==> config.mk <==
export PLATFORM = sky130hd
export DESIGN_NAME = stereo_fir_decimator
export DESIGN_NICKNAME = d
export VERILOG_FILES = /design/src/design/sfd_pkg.sv /design/src/design/stereo_fir_decimator.sv /design/src/design/sfd_ctrl.sv /design/src/design/sfd_datapath.sv
export SDC_FILE = /design/constraint.sdc
export NUM_CORES = 2
export LEC_CHECK = 0
export BUFFER_PORTS_ARGS = -buffer_cell sky130_fd_sc_hd__buf_2
export CORE_ASPECT_RATIO = 1.75
export CORE_UTILIZATION = 55
export DETAILED_ROUTE_END_ITERATION = 7
export PLACE_DENSITY = 0.71
export SLEW_MARGIN = 20
export SYNTH_ARGS = -nofsm -noshare
export SYNTH_HDL_FRONTEND = slang
export SYNTH_HIERARCHICAL = 1
export SYNTH_SLANG_ARGS = --single-unit
==> constraint.sdc <==
create_clock -name clock -period 6.9 [get_ports clock]
set_clock_uncertainty 0.2 [all_clocks]
set_input_delay 0.69 -clock clock [delete_from_list [all_inputs] [get_ports clock]]
set_output_delay 0.69 -clock clock [all_outputs]
set_load 0.05 [all_outputs]
==> src/design/sfd_pkg.sv <==
package sfd_pkg;

   // payload widths
   localparam int DATA_W      = 16;
   localparam int IDX_W       = 5;
   localparam int FRAC_BITS   = 15;
   localparam int REQ_TDATA_W = 56;
   localparam int RSP_TDATA_W = 16;

   // request tdata field positions, lowest field first
   localparam int LEFT_LSB  = 0;
   localparam int RIGHT_LSB = LEFT_LSB + DATA_W;
   localparam int IDX_LSB   = RIGHT_LSB + DATA_W;
   localparam int COEF_LSB  = IDX_LSB + IDX_W;

   // request kind carried in tuser
   localparam logic ACTION_SAMPLE = 1'b0;
   localparam logic ACTION_COEF   = 1'b1;

   // controller to datapath
   typedef struct packed {
      logic accept;
      logic acc_clear;
      logic issue;
      logic out_load;
   } cmd_type;

   // datapath to controller
   typedef struct packed {
      logic fir_due;
      logic tap_last;
      logic pipe_busy;
      logic out_free;
   } status_type;

endpackage

==> src/design/stereo_fir_decimator.sv <==
// channel  dir  tdata (lsb first)                               tuser
// req      in   left[15:0] right[31:16] coef_index[36:32]       action (1 = coef write)
//               coef_value[52:37], zero fill [55:53]
// rsp      out  mono_out[15:0]                                  -
//
// a coefficient write or a sample that completes no output is taken without a stall
// a sample that completes an output holds req_tready low while the single shared
// multiply-accumulate walks all TAPS taps, the pipeline drains and the output
// register is loaded
// synchronous active-high reset clears history and coefficients through valid bits
// a result still waiting holds the next filter output, and the input, until taken
module stereo_fir_decimator #(
   parameter int TAPS       = 32,
   parameter int DECIMATION = 3
) (
   input  logic                            clock,
   input  logic                            reset,
   input  logic                            req_tvalid,
   output logic                            req_tready,
   input  logic [sfd_pkg::REQ_TDATA_W-1:0] req_tdata,   // left, right, coef_index, coef_value
   input  logic                            req_tuser,   // action
   output logic                            rsp_tvalid,
   input  logic                            rsp_tready,
   output logic [sfd_pkg::RSP_TDATA_W-1:0] rsp_tdata    // mono_out
);
   import sfd_pkg::*;

   cmd_type    cmd;
   status_type status;

   sfd_ctrl u_ctrl (
      .clock      (clock),
      .reset      (reset),
      .req_tvalid (req_tvalid),
      .req_tready (req_tready),
      .status     (status),
      .cmd        (cmd)
   );

   sfd_datapath #(
      .TAPS       (TAPS),
      .DECIMATION (DECIMATION)
   ) u_datapath (
      .clock      (clock),
      .reset      (reset),
      .cmd        (cmd),
      .status     (status),
      .req_tdata  (req_tdata),
      .req_tuser  (req_tuser),
      .rsp_tready (rsp_tready),
      .rsp_tvalid (rsp_tvalid),
      .rsp_tdata  (rsp_tdata)
   );

   // no transaction is taken while the mac pipeline still holds products
   a_idle_pipe_empty: assert property (@(posedge clock) disable iff (reset)
      req_tready |-> !status.pipe_busy)
      else $error("input taken while mac pipeline busy");

   // a sample that completes an output stalls the input next cycle
   a_fir_stalls: assert property (@(posedge clock) disable iff (reset)
      (req_tvalid && req_tready && status.fir_due) |=> !req_tready)
      else $error("input not stalled during filter run");

   // the output register is loaded only when its previous result is gone
   a_no_overwrite: assert property (@(posedge clock) disable iff (reset)
      cmd.out_load |-> (!rsp_tvalid || rsp_tready))
      else $error("pending result overwritten");

   // issue and output load never overlap
   a_issue_load: assert property (@(posedge clock) disable iff (reset)
      cmd.issue |-> !cmd.out_load)
      else $error("output loaded during tap walk");

endmodule

==> src/design/sfd_ctrl.sv <==
module sfd_ctrl (
   input  logic               clock,
   input  logic               reset,
   input  logic               req_tvalid,
   output logic               req_tready,
   input  sfd_pkg::status_type status,
   output sfd_pkg::cmd_type    cmd
);
   import sfd_pkg::*;

   typedef enum logic [3:0] {
      ST_IDLE  = 4'b0001,
      ST_RUN   = 4'b0010,
      ST_DRAIN = 4'b0100,
      ST_DONE  = 4'b1000
   } state_type;

   state_type state_ff, state_in;
   logic      accept;

   assign req_tready = (state_ff == ST_IDLE);
   assign accept     = req_tvalid & req_tready;

   // next state and commands
   always_comb begin
      state_in      = state_ff;
      cmd.accept    = 1'b0;
      cmd.acc_clear = 1'b0;
      cmd.issue     = 1'b0;
      cmd.out_load  = 1'b0;
      unique case (state_ff)
         ST_IDLE: begin
            cmd.accept = accept;
            if (accept && status.fir_due) begin
               cmd.acc_clear = 1'b1;
               state_in      = ST_RUN;
            end
         end
         ST_RUN: begin
            cmd.issue = 1'b1;
            if (status.tap_last) begin
               state_in = ST_DRAIN;
            end
         end
         ST_DRAIN: begin
            if (!status.pipe_busy) begin
               state_in = ST_DONE;
            end
         end
         ST_DONE: begin
            if (status.out_free) begin
               cmd.out_load = 1'b1;
               state_in     = ST_IDLE;
            end
         end
         default: begin
            state_in = ST_IDLE;
         end
      endcase
   end

   always_ff @(posedge clock) begin
      if (reset) begin
         state_ff <= ST_IDLE;
      end else begin
         state_ff <= state_in;
      end
   end

endmodule

==> src/design/sfd_datapath.sv <==
module sfd_datapath #(
   parameter int TAPS       = 32,
   parameter int DECIMATION = 3
) (
   input  logic                                clock,
   input  logic                                reset,
   input  sfd_pkg::cmd_type                    cmd,
   output sfd_pkg::status_type                 status,
   input  logic [sfd_pkg::REQ_TDATA_W-1:0]     req_tdata,
   input  logic                                req_tuser,
   input  logic                                rsp_tready,
   output logic                                rsp_tvalid,
   output logic [sfd_pkg::RSP_TDATA_W-1:0]     rsp_tdata
);
   import sfd_pkg::*;

   localparam int PW    = $clog2(TAPS);
   localparam int PHW   = (DECIMATION > 1) ? $clog2(DECIMATION) : 1;
   localparam int ACC_W = 2 * DATA_W + $clog2(TAPS);
   localparam int SW    = ACC_W - FRAC_BITS;
   localparam logic signed [SW-1:0] SAT_MAX = SW'(32767);
   localparam logic signed [SW-1:0] SAT_MIN = SW'(-32768);

   // tap index wraps modulo the tap count, by repeated 8-bit subtraction of the tap count
   function automatic logic [PW-1:0] wrap_idx(input logic [IDX_W-1:0] v);
      logic [7:0] t;
      t = 8'(v);
      for (int k = 0; k < 8; k++) begin
         if (t >= 8'(TAPS)) begin
            t = t - 8'(TAPS);
         end
      end
      return PW'(t);
   endfunction

   // unpack the request
   logic                     action;
   logic signed [DATA_W-1:0] left, right, coef_value;
   logic [IDX_W-1:0]         coef_index;
   logic signed [DATA_W:0]   mix_sum;
   logic signed [DATA_W-1:0] mono;
   logic [PW-1:0]            coef_addr;

   assign action     = req_tuser;
   assign left       = req_tdata[LEFT_LSB +: DATA_W];
   assign right      = req_tdata[RIGHT_LSB +: DATA_W];
   assign coef_index = req_tdata[IDX_LSB +: IDX_W];
   assign coef_value = req_tdata[COEF_LSB +: DATA_W];
   assign mix_sum    = {left[DATA_W-1], left} + {right[DATA_W-1], right};
   assign mono       = mix_sum[DATA_W:1];
   assign coef_addr  = wrap_idx(coef_index);

   logic hist_we, coef_we;
   assign hist_we = cmd.accept & (action == ACTION_SAMPLE);
   assign coef_we = cmd.accept & (action == ACTION_COEF);

   // write pointer, decimation phase and tap counter
   logic [PW-1:0]  wp_ff, wp_in, tap_ff, tap_in;
   logic [PHW-1:0] phase_ff, phase_in;
   logic           phase_last;
   logic [PW:0]    hist_sum;
   logic [PW-1:0]  hist_addr;

   assign phase_last = (phase_ff == PHW'(DECIMATION - 1));
   assign wp_in      = (wp_ff == PW'(TAPS - 1)) ? '0 : wp_ff + PW'(1);
   assign phase_in   = phase_last ? '0 : phase_ff + PHW'(1);
   assign tap_in     = status.tap_last ? '0 : tap_ff + PW'(1);
   assign hist_sum   = {1'b0, wp_ff} + {1'b0, tap_ff};
   assign hist_addr  = (hist_sum >= (PW+1)'(TAPS)) ? PW'(hist_sum - (PW+1)'(TAPS))
                                                   : hist_sum[PW-1:0];

   always_ff @(posedge clock) begin
      if (reset) begin
         wp_ff    <= '0;
         phase_ff <= '0;
         tap_ff   <= '0;
      end else begin
         if (hist_we) begin
            wp_ff    <= wp_in;
            phase_ff <= phase_in;
         end
         if (cmd.issue) begin
            tap_ff <= tap_in;
         end
      end
   end

   // history and coefficient memories, entries not yet written read as zero
   logic signed [DATA_W-1:0] hist_mem [TAPS];
   logic signed [DATA_W-1:0] coef_mem [TAPS];
   logic [TAPS-1:0]          hist_vld_ff, coef_vld_ff;
   logic signed [DATA_W-1:0] hist_rd_ff, coef_rd_ff;
   logic                     hist_ok_ff, coef_ok_ff;

   always_ff @(posedge clock) begin
      if (hist_we) begin
         hist_mem[wp_ff] <= mono;
      end
      if (coef_we) begin
         coef_mem[coef_addr] <= coef_value;
      end
      hist_rd_ff <= hist_mem[hist_addr];
      coef_rd_ff <= coef_mem[tap_ff];
      hist_ok_ff <= hist_vld_ff[hist_addr];
      coef_ok_ff <= coef_vld_ff[tap_ff];
   end

   always_ff @(posedge clock) begin
      if (reset) begin
         hist_vld_ff <= '0;
         coef_vld_ff <= '0;
      end else begin
         if (hist_we) begin
            hist_vld_ff[wp_ff] <= 1'b1;
         end
         if (coef_we) begin
            coef_vld_ff[coef_addr] <= 1'b1;
         end
      end
   end

   // multiply-accumulate pipeline: read, product, accumulate
   logic                       issue_d1_ff, issue_d2_ff;
   logic signed [DATA_W-1:0]   hist_eff, coef_eff;
   logic signed [2*DATA_W-1:0] prod_ff, prod_in;
   logic signed [ACC_W-1:0]    acc_ff, acc_in;

   assign hist_eff = hist_ok_ff ? hist_rd_ff : '0;
   assign coef_eff = coef_ok_ff ? coef_rd_ff : '0;
   assign prod_in  = coef_eff * hist_eff;

   always_comb begin
      acc_in = acc_ff;
      if (cmd.acc_clear) begin
         acc_in = '0;
      end else if (issue_d2_ff) begin
         acc_in = acc_ff + ACC_W'(prod_ff);
      end
   end

   always_ff @(posedge clock) begin
      prod_ff <= prod_in;
      acc_ff  <= acc_in;
   end

   always_ff @(posedge clock) begin
      if (reset) begin
         issue_d1_ff <= 1'b0;
         issue_d2_ff <= 1'b0;
      end else begin
         issue_d1_ff <= cmd.issue;
         issue_d2_ff <= issue_d1_ff;
      end
   end

   // scale down with floor and saturate to 16 bits
   logic signed [SW-1:0]     shifted;
   logic signed [DATA_W-1:0] sat;

   assign shifted = acc_ff[ACC_W-1:FRAC_BITS];

   always_comb begin
      if (shifted > SAT_MAX) begin
         sat = DATA_W'(SAT_MAX);
      end else if (shifted < SAT_MIN) begin
         sat = DATA_W'(SAT_MIN);
      end else begin
         sat = shifted[DATA_W-1:0];
      end
   end

   // output register
   logic                     rsp_valid_ff, rsp_valid_in;
   logic signed [DATA_W-1:0] rsp_data_ff;

   assign rsp_valid_in = cmd.out_load | (rsp_valid_ff & ~rsp_tready);

   always_ff @(posedge clock) begin
      if (reset) begin
         rsp_valid_ff <= 1'b0;
      end else begin
         rsp_valid_ff <= rsp_valid_in;
      end
   end

   always_ff @(posedge clock) begin
      if (cmd.out_load) begin
         rsp_data_ff <= sat;
      end
   end

   assign rsp_tvalid = rsp_valid_ff;
   assign rsp_tdata  = rsp_data_ff;

   // status back to the controller
   assign status.fir_due   = (action == ACTION_SAMPLE) & phase_last;
   assign status.tap_last  = (tap_ff == PW'(TAPS - 1));
   assign status.pipe_busy = issue_d1_ff | issue_d2_ff;
   assign status.out_free  = ~rsp_valid_ff | rsp_tready;

endmodule
==> qor.txt <==
Outcome - complete, no violations
Skew-Pair Late Insertion Delay - 730 ps
Tcrit/Tclk final - 0.948
Routed vias - 31400
Post-CTS setup buffer count - 0
Initial Util - 0.556
Seq/Total Area, Yosys - 0.601
Total track usage - 0.254
Routed Antenna Nets - 0
Post-Synthesis Cells - 3656
I/O pins - 79
Avg Cell Area, Syn - 15.9 um^2
Via/cell ratio - 5.97
Post-route cell area - 0.0647 mm^2
H-tree Lvls - 3
Buffers on Ports - 75
Drt wl/cell - 24.7 um
Max capacitance violation total - 0
F_max - 153 MHz
PD cells - 254 mW/mm^2
Root Driver - clkbuf_16
Hold path cells - 3
Final setup TNS - 0 ps
Max_slew headroom - 0.299
Worst Hold Class - in2reg
Initial DRC count - 2197
Num rows - 157
Crit Path Class - reg2reg
Tmin final - 6540 ps
P&R area growth vs syn - 11.2%
CTS Sinks - 1226
Remaining DRCs - 0
Hold Violations, Final - 0
TritonCTS Buffers - 102
DIE AREA - 0.107 mm^2
Slew @ Worst Pin - 1040 ps
Number of flops mapped to enable cells by yosys - 1040
Max FO, Critical Path - 27
RSZ-0062 raised after global routing - no
Worst setup EP type - flop
Hold WS - 213 ps
Slowest cell on crit path - fa_1
P_leak - 23.0 nW
Post-route setup slack - 358 ps
Post-synth net total - 4126
Clock Pin Slew Worst Setup and Hold Paths - 70 ps
Pre-antenna DRT Iters - 5
Async S/R FF share, synth - 0
Max Buffers Root-to-Sink - 3
Post-DP HPWL - 86500 um
Chip height - 432 um
Die span in x - 248 um
CTS tree - built
Ys Warns - 6
Pre-CTS setup slack - 175 ps
Worst path required time - 7300 ps
Vias in the first global route - 33500
Worst EP arrival - 6940 ps
Slew Limit Fails - 0
Slowest cell delay on critical path - 690 ps
Largest net degree at the start of global routing - 114
WP depth - 19
Placer Congestion - 0.938
GRT overflow - 0
Distinct cells, synth - 84
Post-Route WL - 130000 um
Max VDD drop - 265 uV
Ant diodes - 0
Final setup fails - 0
CP Launch Type - flop
Top_reg_cell synth - edfxtp_1
Core Region - 0.105 mm^2
# nets final - 4289
Cell mode on critical path - fa_1
Placed cell area - 0.0610 mm^2
First-pass GRT wire length - 199000 um
Placed Instances - 5066
Crit-path cells - buf_12, nand2_1, nor2_1, fa_2, fa_1, fa_1, fa_1, fa_1, inv_1, fa_1, inv_1, ha_1, a21o_1, a21oi_1, nor3b_1, and4_1, o21ai_1, a2111o_1, o211a_1
Fraction of layout cells with a size suffix above 1 - 0.228
Yosys reg bits - 1226
CP delay by family, top - adder cells
Post-Syn Area - 0.0582 mm^2
WP buf/inv - 3
FF-to-FF path depth - 19
Final Non-Filler Cells - 5258
Initial antenna violation count - 2
==> synth_stat cells (all sizes together), types with 6 or more instances <==
library cell / n / area [um^2]
a21o: 31 / 234
xnor2: 60 / 526
edfxtp: 1040 / 31200
nor2: 415 / 1560
nand3b: 14 / 105
fa: 265 / 5310
o21ai: 47 / 239
nor2b: 13 / 81.3
mux4: 340 / 7660
inv: 324 / 1220
o21a: 25 / 195
dfxtp: 186 / 3720
ha: 144 / 1800
buf: 43 / 205
nand4: 9 / 56.3
nand3: 35 / 175
a21oi: 73 / 377
nor3: 21 / 110
a31oi: 8 / 65.1
o21bai: 9 / 67.6
xor2: 15 / 131
nor4b: 6 / 52.6
nand2: 202 / 758
and3: 10 / 62.6
and2: 32 / 200
mux2i: 21 / 210
nor3b: 7 / 52.6
or3: 10 / 62.6
mux2: 35 / 394
clkbuf: 108 / 425
nand2b: 16 / 100
a211oi: 17 / 138
o211ai: 9 / 67.6
==> final timing paths <==
kind | from | end | slack [ps]
max | u_datapath/hist_ok_ff | u_datapath/prod_ff[31] | 360
min | rsp_tready | u_datapath/rsp_tvalid | 210
max reg2reg | u_datapath/hist_ok_ff | u_datapath/prod_ff[31] | 360
min reg2reg | u_datapath/issue_d1_ff | u_datapath/issue_d2_ff | 260
==> per-layer routing <==
metal / vias to the layer above / wire length, um / global-route usage
li1: 13800 / - / -
met1: 16300 / 45400 / 0.287
met2: 1024 / 71400 / 0.468
met3: 337 / 6030 / 0.0311
met4: 2 / 6900 / 0.127
met5: - / 13 / 0
==> stage by stage <==
step           power [W]   util
2_1_floorplan    0.00979      -
3_3_place_gp      0.0103  0.583
3_5_place_dp      0.0104  0.583
4_1_cts           0.0166  0.617
5_1_grt           0.0170  0.618
6_report          0.0165  0.618
==> report_power, final <==
group	total, W	switching (W)	internal [W]
logic	0.00181	0.00110	0.000713
registers	0.00842	0.0000926	0.00833
clock network	0.00622	0.00268	0.00354
==> area by class of cell <==
class / instances / area [um^2]
multi-input cells: 1955 / 21800
well taps: 1351 / 1690
fillers: 7468 / 40000
clock inverters: 76 / 961
inverters: 324 / 1220
flip-flops and latches: 1226 / 35000
repair buffers: 210 / 1440
clock buffers: 116 / 2660
==> worst reg2reg max path, cell delays in order, from the launching register on <==
cell,delay (ps)
dfxtp_1,410
buf_12,200
nand2_1,270
nor2_1,260
fa_2,550
fa_1,700
fa_1,480
fa_1,550
fa_1,500
inv_1,50
fa_1,480
inv_1,50
ha_1,340
a21o_1,210
a21oi_1,170
nor3b_1,180
and4_1,250
o21ai_1,110
a2111o_1,370
o211a_1,130
==> repair_timing <==
item / in CTS / in global routing
gates resized for setup: 0 / 30
hold buffers: 0 / 0
endpoints found under the setup margin: 0 / 4
==> cells by family after synthesis <==
family                     share of synthesized area
AOI/OAI and AO/OA                             0.0306
xor gates and xnor gates                      0.0113
adders and majority gates                      0.122
buffers and inverters                         0.0317
DFF                                            0.601
muxes                                          0.142
and+or+nand+nor                               0.0617
==> cells in the final DEF, fill, tap and decap left out, drive strengths merged, types with 6 or more instances in the layout <==
cell type / count
a211oi: 17
a21o: 31
a21oi: 73
a31oi: 8
and2: 32
and3: 10
buf: 210
bufinv: 20
clkbuf: 116
clkinv: 46
dfxtp: 186
edfxtp: 1040
fa: 265
ha: 144
inv: 329
mux2: 35
mux2i: 21
mux4: 340
nand2: 202
nand2b: 16
nand3: 35
nand3b: 14
nand4: 9
nor2: 415
nor2b: 13
nor3: 21
nor3b: 7
nor4b: 6
o211ai: 9
o21a: 25
o21ai: 47
o21bai: 9
or3: 10
xnor2: 60
xor2: 15
==> sequential cells by signal, summed over array words and instances, names as in the netlist, 2 cells and up <==
register / cells
u_datapath/coef_mem: 512
u_datapath/hist_mem: 512
u_datapath/acc_ff: 37
u_datapath/coef_vld_ff: 32
u_datapath/hist_vld_ff: 32
u_datapath/prod_ff: 32
u_datapath/coef_rd_ff: 16
u_datapath/hist_rd_ff: 16
u_datapath/rsp_tdata: 16
u_datapath/tap_ff: 5
u_datapath/wp_ff: 5
u_ctrl/state_ff: 4
u_datapath/phase_ff: 2
No activity file was read; power rests on OpenSTA's default activity.
